==> src/rtl/adpcm_register_and_ram_writer_macros.svh <==
// Assertion macros shared by the ADPCM register writer RTL.
// No dependencies; included by files that carry concurrent checks.
`ifndef ADPCM_REGISTER_AND_RAM_WRITER_MACROS_SVH
`define ADPCM_REGISTER_AND_RAM_WRITER_MACROS_SVH

// Same-cycle implication, disabled during reset.
`define ARW_ASSERT_IMP(label, clk, rst, ante, cons) \
  label: assert property (@(posedge clk) disable iff (rst) (ante) |-> (cons)) \
    else $error("same-cycle check failed");

// Next-cycle implication, disabled during reset.
`define ARW_ASSERT_NXT(label, clk, rst, ante, cons) \
  label: assert property (@(posedge clk) disable iff (rst) (ante) |=> (cons)) \
    else $error("next-cycle check failed");

`endif

==> src/rtl/adpcm_rw_pkg.sv <==
// Package for the ADPCM register writer: register codes, sizes, result type.
// No dependencies.
package adpcm_rw_pkg;

  localparam int unsigned AddrW    = 21;
  localparam int unsigned RamBytes = 262144;
  localparam logic [AddrW:0] RAM_BYTES_W = (AddrW + 1)'(RamBytes);

  localparam logic [7:0] KEY_ON_MASK = 8'hA0;
  localparam logic [7:0] MEM_MASK    = 8'h60;
  localparam logic [7:0] PAN_MASK    = 8'hC0;
  localparam logic [4:0] FILL_WIDE   = 5'h1F;
  localparam logic [4:0] FILL_NARROW = 5'h03;

  typedef enum logic [3:0] {
    REG_CTRL1    = 4'h0,
    REG_CTRL2    = 4'h1,
    REG_START_LO = 4'h2,
    REG_START_HI = 4'h3,
    REG_STOP_LO  = 4'h4,
    REG_STOP_HI  = 4'h5,
    REG_PRESC_LO = 4'h6,
    REG_PRESC_HI = 4'h7,
    REG_DATA     = 4'h8,
    REG_DN_LO    = 4'h9,
    REG_DN_HI    = 4'hA,
    REG_LEVEL    = 4'hB,
    REG_LIMIT_LO = 4'hC,
    REG_LIMIT_HI = 4'hD,
    REG_SPARE_E  = 4'hE,
    REG_SPARE_F  = 4'hF
  } reg_code_t;

  typedef struct packed {
    logic             handled;
    logic             mem_write;
    logic [AddrW-1:0] mem_addr;
    logic [7:0]       mem_data;
    logic [AddrW-1:0] next_addr;
    logic             playing;
    logic [4:0]       key_on_volume;
    logic             pan_left;
    logic             pan_right;
    logic [15:0]      step_delta;
    logic [15:0]      prescale_value;
    logic [7:0]       volume_level;
  } result_t;

  // 16-bit register pair to byte address; wide = 32-byte units, else 4-byte
  function automatic logic [AddrW-1:0] addr_decode(input logic [15:0] v,
                                                   input logic wide,
                                                   input logic fill);
    logic [AddrW-1:0] a;
    a = wide ? {v, 5'b0} : {3'b0, v, 2'b0};
    if (fill) begin
      a = a | {16'b0, (wide ? FILL_WIDE : FILL_NARROW)};
    end
    return a;
  endfunction

endpackage

==> src/rtl/adpcm_rw_if.sv <==
// Handshake interfaces for the ADPCM register writer request and result.
// Depends on adpcm_rw_pkg.
interface adpcm_rw_req_if;
  logic       valid;
  logic       ready;
  logic [7:0] reg_index;
  logic [7:0] write_byte;

  modport source (output valid, reg_index, write_byte, input ready);
  modport sink   (input valid, reg_index, write_byte, output ready);
endinterface

interface adpcm_rw_rsp_if;
  import adpcm_rw_pkg::*;
  logic             valid;
  logic             ready;
  logic             handled;
  logic             mem_write;
  logic [AddrW-1:0] mem_addr;
  logic [7:0]       mem_data;
  logic [AddrW-1:0] next_addr;
  logic             playing;
  logic [4:0]       key_on_volume;
  logic             pan_left;
  logic             pan_right;
  logic [15:0]      step_delta;
  logic [15:0]      prescale_value;
  logic [7:0]       volume_level;

  modport source (output valid, handled, mem_write, mem_addr, mem_data, next_addr,
                  playing, key_on_volume, pan_left, pan_right, step_delta,
                  prescale_value, volume_level, input ready);
  modport sink   (input valid, handled, mem_write, mem_addr, mem_data, next_addr,
                  playing, key_on_volume, pan_left, pan_right, step_delta,
                  prescale_value, volume_level, output ready);
endinterface

==> src/rtl/adpcm_rw_core.sv <==
// Register file and decode state of the ADPCM unit; one write per step.
// Depends on adpcm_rw_pkg.
module adpcm_rw_core
  import adpcm_rw_pkg::*;
(
  input  logic          clk,
  input  logic          rst,
  input  logic          step,
  input  logic [7:0]    reg_index,
  input  logic [7:0]    write_byte,
  output result_t       res
);

  logic [7:0]       shadow [16];
  logic [7:0]       control_one;
  logic [AddrW-1:0] start_address;
  logic [AddrW-1:0] stop_address;
  logic [AddrW-1:0] limit_address;
  logic [AddrW-1:0] pointer_address;
  logic             play_switch;
  logic [4:0]       key_volume;
  logic [7:0]       level_reg;
  logic [15:0]      rate_reg;
  logic [15:0]      prescale_reg;
  logic [1:0]       pan_bits;

  logic [7:0]       shadow_next [16];
  logic [7:0]       control_one_next;
  logic [AddrW-1:0] start_address_next;
  logic [AddrW-1:0] stop_address_next;
  logic [AddrW-1:0] limit_address_next;
  logic [AddrW-1:0] pointer_address_next;
  logic             play_switch_next;
  logic [4:0]       key_volume_next;
  logic [7:0]       level_reg_next;
  logic [15:0]      rate_reg_next;
  logic [15:0]      prescale_reg_next;
  logic [1:0]       pan_bits_next;

  logic             hit;
  logic             wide;
  logic             mem_write;
  reg_code_t        code;

  assign hit  = (reg_index[7:4] == 4'h0);
  assign code = reg_code_t'(reg_index[3:0]);
  // RAM-type bits of control 2 as held before this write
  assign wide = |shadow[1][1:0];

  always_comb begin
    shadow_next          = shadow;
    control_one_next     = control_one;
    start_address_next   = start_address;
    stop_address_next    = stop_address;
    limit_address_next   = limit_address;
    pointer_address_next = pointer_address;
    play_switch_next     = play_switch;
    key_volume_next      = key_volume;
    level_reg_next       = level_reg;
    rate_reg_next        = rate_reg;
    prescale_reg_next    = prescale_reg;
    pan_bits_next        = pan_bits;
    mem_write            = 1'b0;
    if (hit) begin
      shadow_next[reg_index[3:0]] = write_byte;
      case (code)
        REG_CTRL1: begin
          control_one_next = write_byte;
          if ((write_byte & KEY_ON_MASK) == KEY_ON_MASK) begin
            key_volume_next  = level_reg[7:3];
            play_switch_next = 1'b1;
          end
          if (write_byte[0]) begin
            key_volume_next  = 5'd0;
            play_switch_next = 1'b0;
          end
          if (!write_byte[7]) begin
            play_switch_next = 1'b0;
          end
        end
        REG_CTRL2: begin
          if ((write_byte & PAN_MASK) != 8'h00) begin
            pan_bits_next = write_byte[7:6];
          end
        end
        REG_START_LO, REG_START_HI: begin
          start_address_next   = addr_decode({shadow_next[3], shadow_next[2]}, wide, 1'b0);
          pointer_address_next = start_address_next;
        end
        REG_STOP_LO, REG_STOP_HI: begin
          stop_address_next = addr_decode({shadow_next[5], shadow_next[4]}, wide, 1'b1);
        end
        REG_PRESC_LO, REG_PRESC_HI: begin
          prescale_reg_next = {shadow_next[7], shadow_next[6]};
        end
        REG_DATA: begin
          if ((control_one & MEM_MASK) != 8'h00) begin
            mem_write = ({1'b0, pointer_address} < RAM_BYTES_W);
            if (stop_address > pointer_address) begin
              if (limit_address > pointer_address) begin
                pointer_address_next = pointer_address + AddrW'(1);
              end else begin
                pointer_address_next = '0;
              end
            end
          end
        end
        REG_DN_LO, REG_DN_HI: begin
          rate_reg_next = {shadow_next[10], shadow_next[9]};
        end
        REG_LEVEL: begin
          level_reg_next = write_byte;
        end
        REG_LIMIT_LO, REG_LIMIT_HI: begin
          limit_address_next = addr_decode({shadow_next[13], shadow_next[12]}, wide, 1'b1);
        end
        default: begin
        end
      endcase
    end
  end

  always_comb begin
    res.handled        = hit;
    res.mem_write      = mem_write;
    res.mem_addr       = mem_write ? pointer_address : '0;
    res.mem_data       = mem_write ? write_byte : 8'h00;
    res.next_addr      = pointer_address_next;
    res.playing        = play_switch_next;
    res.key_on_volume  = key_volume_next;
    res.pan_left       = pan_bits_next[1];
    res.pan_right      = pan_bits_next[0];
    res.step_delta     = rate_reg_next;
    res.prescale_value = prescale_reg_next;
    res.volume_level   = level_reg_next;
  end

  always_ff @(posedge clk) begin
    if (rst) begin
      for (int i = 0; i < 16; i++) begin
        shadow[i] <= 8'h00;
      end
      control_one     <= '0;
      start_address   <= '0;
      stop_address    <= '0;
      limit_address   <= '0;
      pointer_address <= '0;
      play_switch     <= 1'b0;
      key_volume      <= '0;
      level_reg       <= '0;
      rate_reg        <= '0;
      prescale_reg    <= '0;
      pan_bits        <= '0;
    end else if (step) begin
      shadow          <= shadow_next;
      control_one     <= control_one_next;
      start_address   <= start_address_next;
      stop_address    <= stop_address_next;
      limit_address   <= limit_address_next;
      pointer_address <= pointer_address_next;
      play_switch     <= play_switch_next;
      key_volume      <= key_volume_next;
      level_reg       <= level_reg_next;
      rate_reg        <= rate_reg_next;
      prescale_reg    <= prescale_reg_next;
      pan_bits        <= pan_bits_next;
    end
  end

endmodule

==> src/rtl/adpcm_register_and_ram_writer.sv <==
// Top level of the ADPCM register writer: input stage, core, result register.
// Depends on adpcm_rw_pkg, adpcm_rw_if, adpcm_rw_core and the assertion macros.
`include "adpcm_register_and_ram_writer_macros.svh"

// Takes one register write per item (register number, data byte) and returns
// one result item per write, in order. Registers 0-15 update a shadow file and
// the decoded control, address, pan, prescale, delta-N and level state; a
// data-register write with rec or mem set yields a sample-RAM store at the
// current pointer while it lies inside RAM. An accepted item waits in the input
// register; its decode and state update then land in the result register.
// Throughput is one item per cycle; the block keeps accepting while a result
// waits, stalling only when both the input stage and the result register are
// full and the receiver is not ready. No clearing pass after reset.
module adpcm_register_and_ram_writer
  import adpcm_rw_pkg::*;
(
  input logic           clk,
  input logic           rst,
  adpcm_rw_req_if.sink  req,
  adpcm_rw_rsp_if.source rsp
);

  // input stage
  logic       stage_valid;
  logic [7:0] stage_index;
  logic [7:0] stage_byte;

  // result register
  logic       out_valid;
  result_t    out_res;

  result_t    core_res;
  logic       move;

  // item leaves the input stage when the result register is free or draining
  assign move      = stage_valid && (!out_valid || rsp.ready);
  assign req.ready = !stage_valid || move;

  adpcm_rw_core u_core (
    .clk        (clk),
    .rst        (rst),
    .step       (move),
    .reg_index  (stage_index),
    .write_byte (stage_byte),
    .res        (core_res)
  );

  always_ff @(posedge clk) begin
    if (rst) begin
      stage_valid <= 1'b0;
    end else if (req.ready) begin
      stage_valid <= req.valid;
    end
  end

  always_ff @(posedge clk) begin
    if (req.valid && req.ready) begin
      stage_index <= req.reg_index;
      stage_byte  <= req.write_byte;
    end
  end

  always_ff @(posedge clk) begin
    if (rst) begin
      out_valid <= 1'b0;
    end else if (move) begin
      out_valid <= 1'b1;
    end else if (rsp.ready) begin
      out_valid <= 1'b0;
    end
  end

  always_ff @(posedge clk) begin
    if (move) begin
      out_res <= core_res;
    end
  end

  assign rsp.valid          = out_valid;
  assign rsp.handled        = out_res.handled;
  assign rsp.mem_write      = out_res.mem_write;
  assign rsp.mem_addr       = out_res.mem_addr;
  assign rsp.mem_data       = out_res.mem_data;
  assign rsp.next_addr      = out_res.next_addr;
  assign rsp.playing        = out_res.playing;
  assign rsp.key_on_volume  = out_res.key_on_volume;
  assign rsp.pan_left       = out_res.pan_left;
  assign rsp.pan_right      = out_res.pan_right;
  assign rsp.step_delta     = out_res.step_delta;
  assign rsp.prescale_value = out_res.prescale_value;
  assign rsp.volume_level   = out_res.volume_level;

  // a step always leaves a result behind
  `ARW_ASSERT_NXT(a_move_fills_out, clk, rst, move, out_valid)
  // accepted item sits in the input stage next cycle
  `ARW_ASSERT_NXT(a_accept_fills_stage, clk, rst, req.valid && req.ready, stage_valid)
  // a blocked item is not dropped from the input stage
  `ARW_ASSERT_NXT(a_stage_holds, clk, rst, stage_valid && !move, stage_valid)
  // RAM stores only ever target addresses inside RAM, from a handled write
  `ARW_ASSERT_IMP(a_store_in_ram, clk, rst, out_valid && out_res.mem_write,
                  out_res.handled && ({1'b0, out_res.mem_addr} < RAM_BYTES_W))

endmodule

==> src/flat_wrapper.sv <==
// flat-port wrapper written by rule: the top's interface ports become plain ports
module adpcm_register_and_ram_writer_flat import adpcm_rw_pkg::*;
  (clk, rst, req_valid, req_reg_index, req_write_byte, req_ready, rsp_valid, rsp_handled, rsp_mem_write, rsp_mem_addr, rsp_mem_data, rsp_next_addr, rsp_playing, rsp_key_on_volume, rsp_pan_left, rsp_pan_right, rsp_step_delta, rsp_prescale_value, rsp_volume_level, rsp_ready);
  adpcm_rw_req_if req_i ();
  adpcm_rw_rsp_if rsp_i ();
  input logic clk;
  input logic rst;
  input wire logic [$bits(req_i.valid)-1:0] req_valid;
  input wire logic [$bits(req_i.reg_index)-1:0] req_reg_index;
  input wire logic [$bits(req_i.write_byte)-1:0] req_write_byte;
  output wire logic [$bits(req_i.ready)-1:0] req_ready;
  output wire logic [$bits(rsp_i.valid)-1:0] rsp_valid;
  output wire logic [$bits(rsp_i.handled)-1:0] rsp_handled;
  output wire logic [$bits(rsp_i.mem_write)-1:0] rsp_mem_write;
  output wire logic [$bits(rsp_i.mem_addr)-1:0] rsp_mem_addr;
  output wire logic [$bits(rsp_i.mem_data)-1:0] rsp_mem_data;
  output wire logic [$bits(rsp_i.next_addr)-1:0] rsp_next_addr;
  output wire logic [$bits(rsp_i.playing)-1:0] rsp_playing;
  output wire logic [$bits(rsp_i.key_on_volume)-1:0] rsp_key_on_volume;
  output wire logic [$bits(rsp_i.pan_left)-1:0] rsp_pan_left;
  output wire logic [$bits(rsp_i.pan_right)-1:0] rsp_pan_right;
  output wire logic [$bits(rsp_i.step_delta)-1:0] rsp_step_delta;
  output wire logic [$bits(rsp_i.prescale_value)-1:0] rsp_prescale_value;
  output wire logic [$bits(rsp_i.volume_level)-1:0] rsp_volume_level;
  input wire logic [$bits(rsp_i.ready)-1:0] rsp_ready;
  assign req_i.valid = req_valid;
  assign req_i.reg_index = req_reg_index;
  assign req_i.write_byte = req_write_byte;
  assign req_ready = req_i.ready;
  assign rsp_valid = rsp_i.valid;
  assign rsp_handled = rsp_i.handled;
  assign rsp_mem_write = rsp_i.mem_write;
  assign rsp_mem_addr = rsp_i.mem_addr;
  assign rsp_mem_data = rsp_i.mem_data;
  assign rsp_next_addr = rsp_i.next_addr;
  assign rsp_playing = rsp_i.playing;
  assign rsp_key_on_volume = rsp_i.key_on_volume;
  assign rsp_pan_left = rsp_i.pan_left;
  assign rsp_pan_right = rsp_i.pan_right;
  assign rsp_step_delta = rsp_i.step_delta;
  assign rsp_prescale_value = rsp_i.prescale_value;
  assign rsp_volume_level = rsp_i.volume_level;
  assign rsp_i.ready = rsp_ready;
  adpcm_register_and_ram_writer u_core (.clk(clk), .rst(rst), .req(req_i), .rsp(rsp_i));
endmodule
==> config.mk <==
export PLATFORM = sky130hd
export DESIGN_NAME = adpcm_register_and_ram_writer_flat
export DESIGN_NICKNAME = d
export VERILOG_FILES = /design/src/rtl/adpcm_rw_pkg.sv /design/src/rtl/adpcm_rw_if.sv /design/src/rtl/adpcm_rw_core.sv /design/src/rtl/adpcm_register_and_ram_writer.sv /design/src/flat_wrapper.sv
export VERILOG_INCLUDE_DIRS = /design/src /design/src/rtl
export SDC_FILE = /design/constraint.sdc
export NUM_CORES = 1
export LEC_CHECK = 0
export ABC_AREA = 0
export ABC_CLOCK_PERIOD_IN_PS = 5000
export BUFFER_PORTS_ARGS = -buffer_cell sky130_fd_sc_hd__buf_2
export CORE_MARGIN = 2
export CORE_UTILIZATION = 40
export DETAILED_ROUTE_END_ITERATION = 10
export SLEW_MARGIN = 0
export SYNTH_ARGS = -nofsm -noshare
export SYNTH_HDL_FRONTEND = slang
export SYNTH_SLANG_ARGS = --single-unit
==> constraint.sdc <==
create_clock -name clk -period 5 [get_ports clk]
set_input_delay 0.25 -clock clk [delete_from_list [all_inputs] [get_ports clk]]
set_output_delay 0.25 -clock clk [all_outputs]
set_load 0.01 [all_outputs]
==> impl_results.md, run 1 <==
- Top_reg_cell synth: dfxtp_1
- Status: complete, no violations
- Met3 Usage GRT: 0.0328
- Clk pin slew, worst setup/hold paths: 60 ps
- Post-synth ARST share: 0
- Worst-margin pin slew: 1080 ps
- DRT antenna net count: 0
- P&R area growth vs syn: 14.7%
- Vias in the first global route: 11,307
- Pre-antenna DRT Iters: 5
- Hold Crit Class: primary input to flip-flop
- Place WS: 1480 ps
- Post-CTS Hold Buffers: 17
- H-tree levels: 2
- Via count: 12,030
- Final hold slack: 44.3 ps
- Dpl hpwl: 26,300 µm
- Layout cells sized above 1: 0.139
- Drt total wl: 40,700 µm
- Setup ws final: 1290 ps
- CTS Buffer Depth: 3
- Sequential share of the synthesized area: 0.508
- Post-cts sizing count: 0
- Max Fanout on Critical Path: 20
- CP required: 5370 ps
- WL/cell: 18.9 µm
- Largest net degree at the start of global routing: 93
- Setup CP Type: flip-flop to flip-flop
- Synth Cell Area: 0.0145 mm²
- CP endpoint kind: flip-flop
- Leakage: 6.09 nW
- Final hold vios: 0
- GR Layer Usage met1: 0.284
- Worst vdd ir: 0.252 mV
- Die footprint: 0.0379 mm²
- Mapped Cells: 1,590
- Die Y: 195 µm
- Final setup viols: 0
- Final core utilization: 0.467
- Reg with most FFs: u_core.u_core.shadow
- Core area: 0.0357 mm²
- Rows: 69
- Post-synth EDFFs: 116
- Initial antenna violation count: 0
- RSZ-0062 raised after global routing: no
- Syn avg cell area: 9.14 µm²
- DR iter-0 viols: 1,033
- Yosys warning count: 0
- Total gr overflow: 0
- CTS tree: built
- Placer Congestion: 0.900
- Max-cap violations: 0
- Global route hottest layer: met2
- Antenna diodes: 0
- DIE WIDTH: 195 µm
- Arr. time, crit path: 4080 ps
- Fin. max-slew vios: 0
- DRC errors left: 0
- Final nets: 1,730
- CTS root buffer: clkbuf_16
- Via density: 5.58
- CTS buffer count: 36
- Port buffer count: 121
- # Post-CTS Setup Buffers: 0
- Boundary Pins: 122
- Distinct cells, synth: 61
- First-pass GRT wire length: 63,900 µm
- Total GRT Usage: 0.211
- Max Fclk: 270 MHz
- Crit path launch type: flip-flop
- Setup TNS: 0 ps
- GR Util met2: 0.343
- Initial Utilization: 0.408
- Seq cells post-synth: 311
- # clock sinks: 311
- Slew HR: 0.278
- PD cells: 334 mW/mm²
- Tcrit/Tclk final: 0.742
- Setup Skew: 24.2 ps
- Clock latency on the worst-skew pair: 530 ps
- Fin crit period: 3710 ps
- Max reg flops: 82
## cell usage after synthesis (all sizes together), types with 4 or more instances
library cell | n | area, µm²
and4 | 6 | 52.6
a211oi | 28 | 210
a32oi | 11 | 96.3
nor3 | 40 | 270
a311oi | 7 | 61.3
nand2b | 8 | 50.1
nor2 | 126 | 485
a31oi | 21 | 131
clkbuf | 83 | 314
mux2i | 84 | 841
o41ai | 5 | 43.8
ha | 43 | 538
and3 | 15 | 93.8
dfxtp | 195 | 3900
a22oi | 5 | 37.5
nand3 | 56 | 280
mux2 | 15 | 169
inv | 26 | 97.6
o211ai | 14 | 105
or3 | 6 | 37.5
nor2b | 4 | 25.0
buf | 37 | 195
edfxtp | 116 | 3480
a221oi | 11 | 109
a21o | 9 | 67.6
nand2 | 328 | 1240
nand4 | 7 | 43.8
o21ai | 49 | 249
and2 | 31 | 194
a21oi | 176 | 888
## power breakdown
| part | internal (mW) | leakage, nW | switching (mW) |
|---|---|---|---|
| logic | 0.0922 | 2.83 | 0.230 |
| registers | 2.67 | 2.71 | 0.0272 |
| clock network | 1.48 | 0.548 | 1.05 |
## cells in the final DEF (no fill, tap or decap), types with 10 or more instances in the layout
cell           Yosys  layout
clkbuf_1          81      10
edfxtp_1         116     116
nor3_1            31      31
clkbuf_16          0      37
o21ai_0           47      47
buf_4              3      20
a31oi_1           21      21
ha_1              43      43
mux2i_1           84      84
nand3_1           56      56
and2_1            31      31
a32oi_1           11      11
nand2_1          327     327
inv_1             25      24
mux2_2            15      15
buf_2             24     120
and3_1            15      15
o211ai_1          14      14
dlygate4sd3_1      0      17
a211oi_1          28      28
a21oi_1          174     174
dfxtp_1          195     195
nor2_1           121     119
## cell type report
| class | count | area (µm²) |
|---|---|---|
| inverters | 26 | 103 |
| fillers | 3388 | 19000 |
| multi-input cells | 1135 | 6560 |
| well taps | 461 | 577 |
| clock inverters | 12 | 83.8 |
| clock buffers | 52 | 1030 |
| repair buffers | 157 | 921 |
| flip-flops and latches | 311 | 7390 |
## per-stage QoR
step | cells | area (µm²) | power [mW]
final | 2154 | 16700 | 5.56
after global routing | 2154 | 16700 | 5.74
after CTS | 2154 | 16700 | 5.61
after detailed placement | 2073 | 15400 | 3.07
after global placement | 2073 | 15400 | 3.06
after floorplan | 1592 | 14500 | 2.95
## worst max-delay path: stages, from the launching register on
cell      delay [ps]
dfxtp_1          470
inv_1            140
ha_1             330
and4_1           240
and4_1           220
o21ai_0          100
o211ai_1         220
nand2_1          580
nor2_1           840
a32oi_1          190
a31oi_1          210
## per-layer routing
metal,vias to the layer above,part of all wire
met5,-,0
met1,5739,0.44
met3,91,0.059
met4,0,0.035
li1,5800,-
met2,400,0.46
## kinds of logic after synthesis
kind of cell    Yosys count  share of synthesized area
compound gates          353                      0.147
fa+ha+maj                43                     0.0370
mux                      99                     0.0695
simple gates            637                      0.196
other cells               1                   0.000258
buf+inv                 146                     0.0418
flops                   311                      0.508
## final timing paths
check	start	end	slack (ps)	cells past startpoint
worst min-delay path	rsp_ready	u_core.rsp.valid	40	4
worst min register to register	u_core.u_core.shadow[40]	u_core.u_core.shadow[40]	450	2
worst max register to register	u_core.u_core.pointer_address[19]	u_core.rsp.next_addr[8]	1290	10
worst max-delay path	u_core.u_core.pointer_address[19]	u_core.rsp.next_addr[8]	1290	10
Power figures use the tool's default switching activity.
==> run 2, diff against run 1 <==
--- a/config.mk
+++ b/config.mk
@@ -6,8 +6,8 @@
 export SDC_FILE = /design/constraint.sdc
 export NUM_CORES = 1
 export LEC_CHECK = 0
-export ABC_AREA = 0
-export ABC_CLOCK_PERIOD_IN_PS = 5000
+export ABC_AREA = 1
+export ABC_CLOCK_PERIOD_IN_PS = 3100
 export BUFFER_PORTS_ARGS = -buffer_cell sky130_fd_sc_hd__buf_2
 export CORE_MARGIN = 2
 export CORE_UTILIZATION = 40
==> constraint.sdc (replaced) <==
create_clock -name clk -period 3.1 [get_ports clk]
set_input_delay 0.155 -clock clk [delete_from_list [all_inputs] [get_ports clk]]
set_output_delay 0.155 -clock clk [all_outputs]
set_load 0.01 [all_outputs]
==> run 2 against run 1 <==
  * Utilization increased by 0.50 points
  * Sequential share of layout area decreased by 1.3 points
  * Critical path type unchanged
  * Critical endpoint unchanged
  * Largest power group unchanged
  * Routed wire length increased by 5.0%
==> impl_results.md, run 2 <==
- Top-count cell post-synth: nor2_1
- Tcrit/Tclk final: 0.898
- Clk pwr share: 0.444
- Switching portion of total power: 0.250
- Hold Crit Class: primary input to flip-flop
- Final core utilization: 0.472
- Antenna diodes: 0
- Worst path cell trace: inv_1 > ha_1 > nand2_1 > nor2_1 > nand2_1 > nor2_1 > nand4_2 > nand2_1 > o21ai_0 > nand2_1 > nand2_1 > o21ai_1 > inv_1
- Top_reg_cell synth: dfxtp_1
- Met3 WL: 1780 µm
- Max-cap violations: 0
- CP endpoint kind: flip-flop
- DRC errors left: 0
- Max stage delay on crit path: 480 ps
- Setup CP Type: flip-flop to flip-flop
- Yosys top cell by area: dfxtp_1
- Total GRT Usage: 0.226
- Boundary Pins: 122
- WL met1: 19,900 µm
- Total gr overflow: 0
- Die footprint: 0.0381 mm²
- Fin crit period: 2780 ps
- Layout cells sized above 1: 0.120
- Seq cells post-synth: 311
- Post-synth EDFFs: 116
- Net Switching: 2.39 mW
- Initial antenna violation count: 0
- Core area: 0.0363 mm²
- Worst-margin pin slew: 954 ps
- Pre-antenna DRT Iters: 5
- Die Y: 195 µm
- Initial Utilization: 0.403
- Final cell count without fillers: 2,468
- Dpl hpwl: 28,900 µm
- Final hold vios: 0
- Final nets: 2,036
- # Post-CTS Setup Buffers: 0
- Slew HR: 0.364
- Final hold slack: 149 ps
- Post-synth ARST share: 0
- # clock sinks: 311
- Uppermost routed layer: met4
- Comb power frac: 0.086
- Slowest cell on crit path: nand4_2
- Max reg flops: 82
- Fin. max-slew vios: 0
- Max Fclk: 359 MHz
- CP required: 3390 ps
- DIE WIDTH: 195 µm
- Largest net degree at the start of global routing: 162
- CTS root buffer: clkbuf_16
- Arr. time, crit path: 3070 ps
- WL/cell: 17.3 µm
- Drt total wl: 42,700 µm
- CTS Buffer Depth: 3
- CP dominant cell by count: nand2_1
- Top post-synthesis cells by area: dfxtp_1 27%, edfxtp_1 24%, a21oi_1 7.9%
- Sequential share of the synthesized area: 0.505
- Final setup viols: 0
- Vias in the first global route: 12,244
- CTS tree: built
- Mapped Cells: 1,854
- Setup Skew: 9.00 ps
- DRT antenna net count: 0
- Leakage: 7.76 nW
- Status: complete, no violations
- Cell Count Post-Placement: 2,385
- DR iter-0 viols: 762
- Synth top area share: 0.267
- Total Power: 9.57 mW
- Synth Cell Area: 0.0146 mm²
- Rows: 70
- Commonest non-fill, non-tap cell in the layout: nor2_1
- H-tree levels: 2
- P&R area growth vs syn: 17.2%
- Clock latency on the worst-skew pair: 540 ps
- Max Fanout on Critical Path: 17
- Placer Congestion: 0.920
- Setup TNS: 0 ps
- Yosys warning count: 0
- Internal cell power: 7.18 mW
- Via density: 5.20
- CTS buffer count: 35
- Met2 wire length: 19,900 µm
- First-pass GRT wire length: 67,900 µm
- Top cells by count, synth: 287 x nor2_1, 281 x nand2_1, 231 x a21oi_1
- RSZ-0062 raised after global routing: no
- Worst vdd ir: 0.386 mV
- Crit path launch type: flip-flop
- Via count: 12,822
- Port buffer count: 121
- Distinct cells, synth: 43
- Most frequent cells in the layout: 286 x nor2_1, 280 x nand2_1, 231 x a21oi_1
- PD cells: 557 mW/mm²
- Register share of total power: 0.470
- Syn avg cell area: 7.90 µm²
- Clk pin slew, worst setup/hold paths: 60 ps
- Reg with most FFs: u_core.u_core.shadow
==> run 2: cell count changes after synthesis, moves of 28 or more <==
cell     before  now
inv_1        25  211
nor2_1      121  287
o21ai_0      47  200
mux2i_1      84    0
a21oi_1     174  231
nand2_1     327  281
and2_1       31    0
nor3_1       31    3
==> run 2: layer usage <==
| layer | vias up | global-route usage |
|---|---|---|
| met3 | 73 | 0.0301 |
| met1 | 6041 | 0.308 |
| met4 | 0 | 0.0645 |
| met5 | - | 0 |
| li1 | 6381 | - |
| met2 | 327 | 0.375 |
==> run 2: worst paths after layout <==
kind / to / from / slack [ps] / cells past startpoint
worst max-delay path: u_core.rsp.next_addr[8] / u_core.u_core.pointer_address[8] / 320 / 13
worst min-delay path: u_core.u_core.shadow[52] / rst / 150 / 4
worst max register to register: u_core.rsp.next_addr[8] / u_core.u_core.pointer_address[8] / 320 / 13
worst min register to register: u_core.u_core.stop_address[3] / u_core.u_core.stop_address[3] / 480 / 1
==> run 2: what timing repair did <==
action | in CTS | in global routing
gates resized for setup | 0 | 0
endpoints found under the hold margin | 18 | 0
hold buffers | 19 | 0
==> run 2: cell type report <==
type / instances / area, µm²
fill: 3554 / 19200
sequential: 311 / 7390
multi-input combinational: 1223 / 6030
timing repair buffer: 180 / 1160
clock buffer: 50 / 983
inverter: 222 / 838
tap: 468 / 586
clock inverter: 14 / 186
==> run 2: critical path: cells and delay by family, from the launching register on <==
kind,cells,cell delay [ps]
flip-flops,1,420
buffers and inverters,2,220
adder cells (fa/ha/maj),1,320
AND/OR/NAND/NOR,8,1360
AO/OA/AOI/OAI,2,210
==> run 2: cells by family (layout without fill, tap and decap cells) <==
| group | count (synthesis) | count (layout) | synth area share |
|---|---|---|---|
| compound gates | 497 | 497 | 0.180 |
| xor+xnor | 13 | 13 | 0.00778 |
| flops | 311 | 311 | 0.505 |
| fa+ha+maj | 43 | 43 | 0.0367 |
| buf+inv | 322 | 466 | 0.0847 |
| simple gates | 667 | 667 | 0.186 |
| other cells | 1 | 3 | 0.000256 |
==> run 2: power groups by stage <==
stage | registers, mW | clock network (mW) | logic (mW)
after floorplan | 4.61 | 0 | 0.472
after global placement | 4.58 | 0 | 0.789
after detailed placement | 4.58 | 0 | 0.801
after CTS | 4.50 | 4.33 | 0.825
after global routing | 4.52 | 4.50 | 0.926
final | 4.50 | 4.25 | 0.823
==> run 2: per-stage QoR <==
step	area [µm²]	setup slack [ps]
2_1_floorplan	14700	30.5
5_1_grt	17200	64.9
3_5_place_dp	15800	328
4_1_cts	17200	325
6_report	17200	317
3_3_place_gp	15800	353
